$ cat src/rtl/core/mlr_pkg.sv
// Package for the midpoint line rasterizer: payload types, line modes, shared helper.
`default_nettype none
package mlr_pkg;

    localparam int COORD_BITS = 10;
    // Signed width of the decision term and of the widened deltas.
    localparam int DEC_W      = COORD_BITS + 4;

    typedef logic [COORD_BITS-1:0] coord_t;
    typedef logic signed [DEC_W-1:0] dec_t;

    localparam logic CMD_LOAD = 1'b0;
    localparam logic CMD_STEP = 1'b1;

    typedef enum logic [2:0] {
        MODE_VERT       = 3'd0,
        MODE_HORIZ      = 3'd1,
        MODE_DIAG_POS   = 3'd2,
        MODE_DIAG_NEG   = 3'd3,
        MODE_SHALLOW_POS = 3'd4,
        MODE_STEEP_POS  = 3'd5,
        MODE_SHALLOW_NEG = 3'd6,
        MODE_STEEP_NEG  = 3'd7
    } mode_t;

    typedef struct packed {
        logic   command;
        coord_t start_x;
        coord_t start_y;
        coord_t end_x;
        coord_t end_y;
    } mlr_in_t;

    typedef struct packed {
        coord_t pixel_x;
        coord_t pixel_y;
        logic   pixel_valid;
        logic   last_pixel;
    } mlr_out_t;

    // Walker state; delta_x is never negative, delta_y is signed.
    typedef struct packed {
        coord_t                      cur_x;
        coord_t                      cur_y;
        coord_t                      stop_x;
        coord_t                      stop_y;
        logic [COORD_BITS-1:0]       delta_x;
        logic signed [COORD_BITS:0]  delta_y;
        dec_t                        decision;
        mode_t                       mode;
        logic                        active;
    } mlr_state_t;

    // Steep and vertical lines finish on y, all others on x.
    function automatic logic at_end(input mlr_state_t st);
        logic y_major;
        y_major = (st.mode == MODE_VERT) || (st.mode == MODE_STEEP_POS)
               || (st.mode == MODE_STEEP_NEG);
        return y_major ? (st.cur_y == st.stop_y) : (st.cur_x == st.stop_x);
    endfunction

endpackage
`default_nettype wire

$ cat src/rtl/core/midpoint_line_rasterizer_top.sv
// Top level of the midpoint line rasterizer: beat registers, walker state, result mux.
`default_nettype none
// Midpoint line rasterizer. Every input beat yields exactly one result beat.
// A load beat (command 0) takes two endpoints, orders them by x (by y when
// x is equal), picks one of eight line modes and returns the start pixel;
// a single-point line comes back with last_pixel set and leaves nothing
// active. A step beat (command 1) returns the next pixel of the line and
// flags the final endpoint with last_pixel; a step with no active line
// returns pixel_valid = 0 with zero coordinates. A load always drops any
// line in progress. Throughput is one beat per clock unless m_ready holds
// the result back: the input register feeds one pass of setup/step logic
// into the result register, so each result is offered from the result
// register once its beat has passed through the input register. The input
// register can still take one beat while a finished result waits for
// m_ready; the input side stalls only when both registers are full.
module midpoint_line_rasterizer_top
    import mlr_pkg::*;
(
    input  wire          aclk,
    input  wire          aresetn,
    input  wire          s_valid,
    output logic         s_ready,
    input  wire mlr_in_t s_payload,
    output logic         m_valid,
    input  wire          m_ready,
    output mlr_out_t     m_payload
);

    // Input register
    logic       in_valid_reg, in_valid_next;
    mlr_in_t    in_data_reg;

    // Walker state
    mlr_state_t state_reg, state_next;

    // Result register
    logic       m_valid_reg, m_valid_next;
    mlr_out_t   out_data_reg, out_data_next;

    logic       out_free;
    logic       fire;       // input register moves through the compute pass
    logic       s_accept;
    mlr_state_t load_state, step_state;
    logic       last;

    assign out_free = ~m_valid_reg | m_ready;
    assign fire     = in_valid_reg & out_free;
    assign s_ready  = ~in_valid_reg | out_free;
    assign s_accept = s_valid & s_ready;

    mlr_setup u_setup (
        .cmd_in     (in_data_reg),
        .load_state (load_state)
    );

    mlr_step u_step (
        .cur_state  (state_reg),
        .next_state (step_state)
    );

    always_comb begin
        state_next    = state_reg;
        out_data_next = '0;
        last          = 1'b0;
        if (in_data_reg.command == CMD_LOAD) begin
            last                      = at_end(load_state);
            state_next                = load_state;
            state_next.active         = ~last;
            out_data_next.pixel_x     = load_state.cur_x;
            out_data_next.pixel_y     = load_state.cur_y;
            out_data_next.pixel_valid = 1'b1;
            out_data_next.last_pixel  = last;
        end else if (state_reg.active) begin
            last                      = at_end(step_state);
            state_next                = step_state;
            state_next.active         = ~last;
            out_data_next.pixel_x     = step_state.cur_x;
            out_data_next.pixel_y     = step_state.cur_y;
            out_data_next.pixel_valid = 1'b1;
            out_data_next.last_pixel  = last;
        end
    end

    always_comb begin
        in_valid_next = in_valid_reg;
        if (s_accept) begin
            in_valid_next = 1'b1;
        end else if (fire) begin
            in_valid_next = 1'b0;
        end
        m_valid_next = m_valid_reg;
        if (fire) begin
            m_valid_next = 1'b1;
        end else if (m_ready) begin
            m_valid_next = 1'b0;
        end
    end

    always_ff @(posedge aclk) begin
        if (!aresetn) begin
            in_valid_reg <= 1'b0;
            m_valid_reg  <= 1'b0;
            state_reg    <= '0;
        end else begin
            in_valid_reg <= in_valid_next;
            m_valid_reg  <= m_valid_next;
            if (fire) begin
                state_reg <= state_next;
            end
        end
    end

    // Payload registers, no reset
    always_ff @(posedge aclk) begin
        if (s_accept) begin
            in_data_reg <= s_payload;
        end
        if (fire) begin
            out_data_reg <= out_data_next;
        end
    end

    assign m_valid   = m_valid_reg;
    assign m_payload = out_data_reg;

`ifndef SYNTHESIS
    // Reset leaves no result pending.
    a_reset_clears_out: assert property (@(posedge aclk)
        !aresetn |=> !m_valid)
        else $error("result valid right after reset");

    // An idle result carries zero coordinates and no last flag.
    a_idle_result_zero: assert property (@(posedge aclk) disable iff (!aresetn)
        (m_valid && !m_payload.pixel_valid) |->
            (m_payload.pixel_x == '0) && (m_payload.pixel_y == '0) && !m_payload.last_pixel)
        else $error("idle result with nonzero fields");

    // Delivering the final pixel retires the line.
    a_last_retires: assert property (@(posedge aclk) disable iff (!aresetn)
        (fire && out_data_next.last_pixel) |=> !state_reg.active)
        else $error("line still active after last pixel");

    // A held input beat is not overwritten while the result side is full.
    a_in_hold: assert property (@(posedge aclk) disable iff (!aresetn)
        (in_valid_reg && !out_free) |=> (in_valid_reg && $stable(in_data_reg)))
        else $error("input register lost a beat");

    // Each compute pass lands in the result register.
    a_fire_to_out: assert property (@(posedge aclk) disable iff (!aresetn)
        fire |=> m_valid)
        else $error("compute pass did not produce a result");
`endif

endmodule
`default_nettype wire

$ cat src/rtl/core/mlr_setup.sv
// Load path: endpoint ordering, delta computation, mode pick and initial decision.
`default_nettype none
module mlr_setup
    import mlr_pkg::*;
(
    input  wire mlr_in_t cmd_in,
    output mlr_state_t   load_state
);

    coord_t x1, y1, x2, y2;
    logic   swap;
    logic [COORD_BITS-1:0]      dx;
    logic signed [COORD_BITS:0] dy;
    dec_t   dxs, dys;

    assign swap = (cmd_in.start_x > cmd_in.end_x)
               || ((cmd_in.start_x == cmd_in.end_x) && (cmd_in.start_y > cmd_in.end_y));

    assign x1 = swap ? cmd_in.end_x   : cmd_in.start_x;
    assign y1 = swap ? cmd_in.end_y   : cmd_in.start_y;
    assign x2 = swap ? cmd_in.start_x : cmd_in.end_x;
    assign y2 = swap ? cmd_in.start_y : cmd_in.end_y;

    assign dx  = x2 - x1;
    assign dy  = $signed({1'b0, y2}) - $signed({1'b0, y1});
    assign dxs = $signed({{(DEC_W-COORD_BITS){1'b0}}, dx});
    assign dys = {{(DEC_W-COORD_BITS-1){dy[COORD_BITS]}}, dy};

    always_comb begin
        load_state          = '0;
        load_state.cur_x    = x1;
        load_state.cur_y    = y1;
        load_state.stop_x   = x2;
        load_state.stop_y   = y2;
        load_state.delta_x  = dx;
        load_state.delta_y  = dy;
        load_state.active   = 1'b1;
        if (dx == '0) begin
            load_state.mode = MODE_VERT;
        end else if (dy == '0) begin
            load_state.mode = MODE_HORIZ;
        end else if (dys == dxs) begin
            load_state.mode = MODE_DIAG_POS;
        end else if (dys == -dxs) begin
            load_state.mode = MODE_DIAG_NEG;
        end else if ((dys > 0) && (dys < dxs)) begin
            load_state.mode     = MODE_SHALLOW_POS;
            load_state.decision = (dys <<< 1) - dxs;
        end else if (dys > dxs) begin
            load_state.mode     = MODE_STEEP_POS;
            load_state.decision = dys - (dxs <<< 1);
        end else if ((dys < 0) && (-dys < dxs)) begin
            load_state.mode     = MODE_SHALLOW_NEG;
            load_state.decision = (dys <<< 1) + dxs;
        end else begin
            load_state.mode     = MODE_STEEP_NEG;
            load_state.decision = dys + (dxs <<< 1);
        end
    end

endmodule
`default_nettype wire

$ cat src/rtl/core/mlr_step.sv
// Step path: one midpoint advance of the current pixel and decision term.
`default_nettype none
module mlr_step
    import mlr_pkg::*;
(
    input  wire mlr_state_t cur_state,
    output mlr_state_t      next_state
);

    dec_t a_term, dxs, twice_a, twice_sum, twice_diff, twice_dx;
    logic dec_nonneg;

    assign a_term     = {{(DEC_W-COORD_BITS-1){cur_state.delta_y[COORD_BITS]}},
                         cur_state.delta_y};
    assign dxs        = $signed({{(DEC_W-COORD_BITS){1'b0}}, cur_state.delta_x});
    assign twice_a    = a_term <<< 1;
    assign twice_dx   = dxs <<< 1;
    assign twice_sum  = (a_term - dxs) <<< 1;   // 2*(a+b), b = -dx
    assign twice_diff = (a_term + dxs) <<< 1;   // 2*(a-b)
    assign dec_nonneg = ~cur_state.decision[DEC_W-1];

    always_comb begin
        next_state = cur_state;
        case (cur_state.mode)
            MODE_VERT: begin
                next_state.cur_y = cur_state.cur_y + 1'b1;
            end
            MODE_HORIZ: begin
                next_state.cur_x = cur_state.cur_x + 1'b1;
            end
            MODE_DIAG_POS: begin
                next_state.cur_x = cur_state.cur_x + 1'b1;
                next_state.cur_y = cur_state.cur_y + 1'b1;
            end
            MODE_DIAG_NEG: begin
                next_state.cur_x = cur_state.cur_x + 1'b1;
                next_state.cur_y = cur_state.cur_y - 1'b1;
            end
            MODE_SHALLOW_POS: begin
                next_state.cur_x = cur_state.cur_x + 1'b1;
                if (dec_nonneg) begin
                    next_state.decision = cur_state.decision + twice_sum;
                    next_state.cur_y    = cur_state.cur_y + 1'b1;
                end else begin
                    next_state.decision = cur_state.decision + twice_a;
                end
            end
            MODE_STEEP_POS: begin
                next_state.cur_y = cur_state.cur_y + 1'b1;
                if (dec_nonneg) begin
                    next_state.decision = cur_state.decision - twice_dx;
                end else begin
                    next_state.decision = cur_state.decision + twice_sum;
                    next_state.cur_x    = cur_state.cur_x + 1'b1;
                end
            end
            MODE_SHALLOW_NEG: begin
                next_state.cur_x = cur_state.cur_x + 1'b1;
                if (dec_nonneg) begin
                    next_state.decision = cur_state.decision + twice_a;
                end else begin
                    next_state.decision = cur_state.decision + twice_diff;
                    next_state.cur_y    = cur_state.cur_y - 1'b1;
                end
            end
            default: begin
                // steep negative
                next_state.cur_y = cur_state.cur_y - 1'b1;
                if (dec_nonneg) begin
                    next_state.decision = cur_state.decision + twice_diff;
                    next_state.cur_x    = cur_state.cur_x + 1'b1;
                end else begin
                    next_state.decision = cur_state.decision + twice_dx;
                end
            end
        endcase
    end

endmodule
`default_nettype wire

$ cat config.mk
export PLATFORM = sky130hd
export DESIGN_NAME = midpoint_line_rasterizer_top
export DESIGN_NICKNAME = d
export VERILOG_FILES = /design/src/rtl/core/mlr_pkg.sv /design/src/rtl/core/midpoint_line_rasterizer_top.sv /design/src/rtl/core/mlr_setup.sv /design/src/rtl/core/mlr_step.sv
export SDC_FILE = /design/constraint.sdc
export NUM_CORES = 1
export LEC_CHECK = 0
export ABC_CLOCK_PERIOD_IN_PS = 18300
export BUFFER_PORTS_ARGS = -buffer_cell sky130_fd_sc_hd__buf_2
export CAP_MARGIN = 0
export CELL_PAD_IN_SITES_DETAIL_PLACEMENT = 1
export CELL_PAD_IN_SITES_GLOBAL_PLACEMENT = 1
export CORE_MARGIN = 4
export CORE_UTILIZATION = 53
export CTS_BUF_LIST = sky130_fd_sc_hd__clkbuf_4
export DETAILED_ROUTE_END_ITERATION = 10
export PLACE_DENSITY = 0.91
export SYNTH_ARGS = -nofsm -noshare
export SYNTH_HDL_FRONTEND = slang
export SYNTH_SLANG_ARGS = --single-unit
$ cat constraint.sdc
create_clock -name aclk -period 18.3 [get_ports aclk]
set_input_delay 0 -clock aclk [delete_from_list [all_inputs] [get_ports aclk]]
set_output_delay 0 -clock aclk [all_outputs]
set_load 0.05 [all_outputs]
---- Word level (Yosys, flattened, before mapping) ----
Cells that the tools add are included.
Widths: inputs -> output; s select.
storage, ports and cells
  register bits ........................... 144
  input port bits ......................... 45
cells by class
  multiplexer cells ....................... 36
  add/sub/neg operators ................... 18
  order comparisons ....................... 7
  bitwise gates (word level) .............. 9
  eq/ne operators ......................... 18
  reductions and logical operators ........ 20
operators by type and width
  kind                   number
  $mux 79                2
  $mux 14                8
  $mux 10                8
  $pmux 14 s4            1
  $mux 17                3
  $eq 10x10->1           5
  $mux 22                2
  $pmux 10 s4            1
  $pmux 10 s3            1
  $add 14x12->14         2
  $add 14x14->14         2
  $add 10x1->10 const B  2
  $gt 10x10->1           2
  $eq 3x3->1 const B     6
  $eq 11x14->1           1
  $lt 14x11->1           1
  $neg 10->14            1
  $neg 11->14            1
  $sub 14x12->14         1
  $add 11x12->13         1
  $add 12x11->13         1
  $sub 11x12->13         1
  $sub 12x11->13         1
  $add 11x11->12         1
  29 further kinds       53

---- Depth between registers and ports, before layout ----
  depth after elaboration ................. 21
  mapped depth ............................ 38
  mapped depth without buffers ............ 30

---- By module ----
A second synthesis with hierarchy kept.
second synthesis, totals
  cells, all modules ...................... 2074
  area total of the unflattened synthesis .. 16539.6 sq um
by module, submodules not included
  module                        area an instance (sq um)  cells each  times used
  midpoint_line_rasterizer_top  6373.6                    596         1
  mlr_setup                     5193.7                    755         1
  mlr_step                      4972.3                    723         1

---- Worst setup path before layout ----
No wires, ideal clock.
  kind .................................... register to register
  from .................................... register in_data_reg[33] in the netlist's numbering
  to ...................................... register state_reg[12] in the netlist's numbering
  path slack .............................. 11.679 ns
  arrival time ............................ 6.507 ns
  buffers on the path ..................... 7
  cell stages (with the launch flop) ...... 35
  setup time .............................. 0.114 ns
  cells stage by stage .................... edfxtp_1 > ha_1 > buf_6 > a21o_1 > a21o_1 > a2111oi_4 > or2_1 > buf_6 > nand2_4 > buf_6 > buf_4 > clkbuf_1 > clkbuf_1 > nor3_1 > a21oi_1 > ha_1 > o31ai_1 > xnor2_1 > inv_1 > ha_1 > o21a_1 > o21a_1 > o21ai_0 > nand2b_1 > a21oi_1 > o21ai_0 > a31o_2 > or2_2 > a31oi_1 > buf_2 > o31a_1 > o22ai_1 > a211oi_1 > a21oi_1 > a21o_1
between the ends
  longest elaborated chain between the ends .. 16
  elaborated cells between the ends (all ways) .. 35
  classes of those cells .................. 8 x add/sub; 6 x order compare; 3 x eq/ne; 12 x mux; 6 x reduce/logical
ends and longest elaborated chain
  item                                                  RTL line                             text
  start, declared                                       midpoint_line_rasterizer_top.sv:31   mlr_in_t in_data_reg;
  start signal, assigned                                midpoint_line_rasterizer_top.sv:116  in_data_reg <= s_payload;
  branches (longest 14 deep; another with $neg 11->14)  -
  $mux 14 (*)                                           mlr_setup.sv:38                      if (dx == '0) begin
  $mux 79 (*)                                           midpoint_line_rasterizer_top.sv:65   if (in_data_reg.command == CMD_LOAD) begin
  end signal, assigned                                  midpoint_line_rasterizer_top.sv:108  state_reg <= state_next;
  end, declared                                         midpoint_line_rasterizer_top.sv:34   mlr_state_t state_reg, state_next;
Mark *: on every way between the ends.
A chain may end at the register's enable or synchronous reset.

==> flow_summary_export.csv <==
group,metric,value,unit
status,run_status,"complete, no violations",
synthesis,synth_top_area_share,0.141,
sta,rsz0062_at_grt,"false",
synthesis,ys_ff_latch,143,
routing,wl_met2,25.1,mm
place,hpwl,39.0,mm
floorplanning,pin_count,69,
clock_network,cts_tree,"built",
sta,max_freq,127,MHz
synthesis,synth.area.top_cells,"ha_1, edfxtp_1, dfxtp_1",
finish,num-nets-final,2036,
synthesis,async_flop_share,0,
power_and_ir_drop,switching_share,0.486,
setup_path,crit_path_end_kind,"flop",
routing,drtIter0Drc,1453,
synthesis,syn_area,14300,sq um
synthesis,synth_fa_ha_area_frac,0.157,
hold_path,hold_depth,2,
synthesis,ys_seq_area_frac,0.245,
hold_path,hp-start,"s_payload[21]",
setup_path,critical_path_class,"flop to flop",
hold_path,min_to,"in_data_reg[21]",
synthesis,synth-main-ff-cell,"dfxtp_1",
clock_network,postCtsSetupBuffers,0,
sta,min_period,7870,ps
routing,wl_per_cell,24.5,um
global_route,grt_pass1_wl,81.7,mm
power_and_ir_drop,clkPwrFrac,0.160,
sta,post-route-period-util,0.430,
synthesis,yosysWarnings,0,
floorplanning,rows,59,
synthesis,syn_nets,1964,
sta,fin_setup_tns,0,ps
setup_path,r2r_start,"in_data_reg[15]",
place,gp_congestion,0.978,
routing,drt-total-wl,53.2,mm
synthesis,synth_compound_area_frac,0.273,
setup_path,worstRegToRegCells,26,
routing,drc_errors,0,
synthesis,synth_top_family_by_area,"compound AO/OA/AOI/OAI gates",
setup_path,crit_arrival,8210,ps
job,maxCapViolations,0,
sta,setup_viol,0,
routing,ant_nets,0,
routing,highest_layer,"met5",
synthesis,synth_edf_count,63,
sta,skew,53.8,ps
floorplanning,start_util,0.543,
power_and_ir_drop,ir_drop,0.0656,mV
global_route,grt_start_max_net_pins,83,
finish,area_delta_synth_final,9.38,%
sta,worstMarginPinSlew,1170,ps
global_route,antenna_found_initial,3,
floorplanning,die_area,29600,sq um
routing,wl_met1,21.7,mm
setup_path,rrSetupSlack,10430,ps
power_and_ir_drop,internal-power,0.000821,W
synthesis,synth-simple-area-share,0.163,
setup_path,crit_fanout,48,
routing,met3_length,4.27,mm
synthesis,synth_cell_type_count,99,
clock_network,cts_resized,0,
power_and_ir_drop,p_leak,6.69,nW
finish,drive_gt1_frac,0.0890,
synthesis,yosys.area.top_type,"ha_1",
clock_network,cts_max_level,4,
routing,dr.pass1.iters,8,
synthesis,avgSynthCellArea,8.17,sq um
sta,max-slew-margin-rel,0.221,
sta,hold_viol,0,
power_and_ir_drop,combPwrFrac,0.601,
power_and_ir_drop,p_sw,0.000777,W
setup_path,worstSetupStartpointType,"flop",
clock_network,clkSinkCount,143,
clock_network,ctsLongestPathBuffers,2,
synthesis,synth-xor-area-share,0.0922,
synthesis,postSynthCellCount,1747,
routing,via_per_inst,6.61,
sta,maxSlewViolCount,0,
global_route,grt_pass1_vias,14700,
floorplanning,chipHeight,172,um
floorplanning,core,26300,sq um
finish,fin_util,0.594,
global_route,track_usage,0.352,
clock_network,cts-buffers-inserted,17,
floorplanning,die_w,172,um
power_and_ir_drop,pwr-share-seq,0.239,
clock_network,clockRootBuffer,"clkbuf_4",
routing,vias,14300,
clock_network,cts_hold_buf,44,
clock_network,clk_latency,600,ps
clock_network,clkTransAtPathRegs,180,ps
power_and_ir_drop,pwr_density_cell,102,nW/um^2
hold_path,hold_class,"primary input to flop",
finish,largest_reg_flops,78,
setup_path,rr_endpoint,"m_payload[0]",
place,portBuffers,68,
synthesis,synthMuxAreaShare,0.0110,
global_route,grt-ovfl-total,0,
setup_path,crit_required,18630,ps
-- cells in the final DEF (no fill, tap or decap), drive strengths merged, types with 10 or more instances in the layout --
cell,instances
o211a,24
mux2i,10
inv,135
a221oi,14
buf,88
o21a,15
a21o,19
o22ai,41
xnor2,109
nor2,130
nor2b,22
nand2,180
a22o,10
fa,11
o211ai,21
o21bai,46
a31oi,16
a21boi,45
a211oi,16
and2,10
clkbuf,17
nand4,19
edfxtp,63
nand2b,19
nor3,24
and3,20
o21ai,87
dlygate4sd3,44
dfxtp,80
ha,161
xor2,36
nand3,33
a21oi,155
-- power groups by stage --
stage,sequential [W],clock [W],combinational (W)
2_1_floorplan,0.000386,0,0.000667
3_3_place_gp,0.000385,0,0.000882
3_5_place_dp,0.000387,0,0.000919
4_1_cts,0.000380,0.000253,0.000934
5_1_grt,0.000384,0.000266,0.00104
6_report,0.000382,0.000255,0.000960
-- worst max-delay path: stages, from the launching register on --
cell and delay [ps]:
edfxtp_1 440, inv_1 120, ha_1 520, nand4_2 190
or3_1 440, o21ai_0 160, or2_1 380, nand2_4 410
nor3_1 260, a21oi_1 70, ha_1 230, o31ai_1 570
xnor2_1 440, inv_1 320, ha_1 380, o21a_1 110
o21a_1 160, o21a_1 160, o21ai_0 160, a21oi_1 100
o211ai_1 260, a21oi_1 210, nand2_1 490, o22ai_1 210
a21oi_1 270, mux2i_1 400, o22ai_1 140
-- synthesized netlist by cell type, types with 24 or more instances --
cell      count
a21boi_0     44
nand2_1     178
nor2_1      127
o21bai_1     46
ha_1        161
nand3_1      33
nor3_1       24
clkbuf_1     52
o211a_1      24
xor2_1       36
o21ai_0      78
a21oi_1     155
edfxtp_1     63
o22ai_1      39
inv_1       120
dfxtp_1      80
xnor2_1     109
-- through the flow --
stage / hold WS, ps / cell area (sq um) / worst slack [ps] / total power (W) / std cells
floorplan: 98.9 / 14300 / 11680 / 0.00105 / 1747
global placement: 177 / 14800 / 11040 / 0.00127 / 2091
detailed placement: 179 / 14800 / 10650 / 0.00131 / 2091
CTS: 64.3 / 15600 / 10580 / 0.00157 / 2167
global route: 96.1 / 15600 / 10010 / 0.00169 / 2168
finish: 89.4 / 15600 / 10430 / 0.00160 / 2168
-- worst max-delay path by stage --
stage / start / end / slack, ps
5_1_grt: in_data_reg[15] / m_payload[0] / 10010
6_report: in_data_reg[15] / m_payload[0] / 10430
4_1_cts: in_data_reg[32] / m_payload[0] / 10580
3_3_place_gp: in_data_reg[32] / m_payload[0] / 11040
2_1_floorplan: in_data_reg[33] / state_reg[12] / 11680
3_5_place_dp: in_data_reg[15] / m_payload[0] / 10650
-- cells by family after synthesis --
| family | Yosys count |
|---|---|
| mux | 15 |
| fa+ha+maj | 172 |
| buf+inv | 206 |
| xor+xnor | 147 |
| compound gates | 572 |
| simple gates | 492 |
| flops | 143 |
-- metal layers --
layer	GRT usage	up-vias
li1	-	6438
met4	0.131	2
met1	0.457	7030
met5	0	-
met2	0.593	705
met3	0.0537	158
-- layout make-up --
class	count	area, sq um
antenna	1	2.50
clock buffer	17	128
clock inverter	15	214
fill	3193	10700
inverter	127	489
multi-input combinational	1398	9930
sequential	143	3490
tap	335	419
timing repair buffer	132	931
No activity file was read; power rests on OpenSTA's default activity.
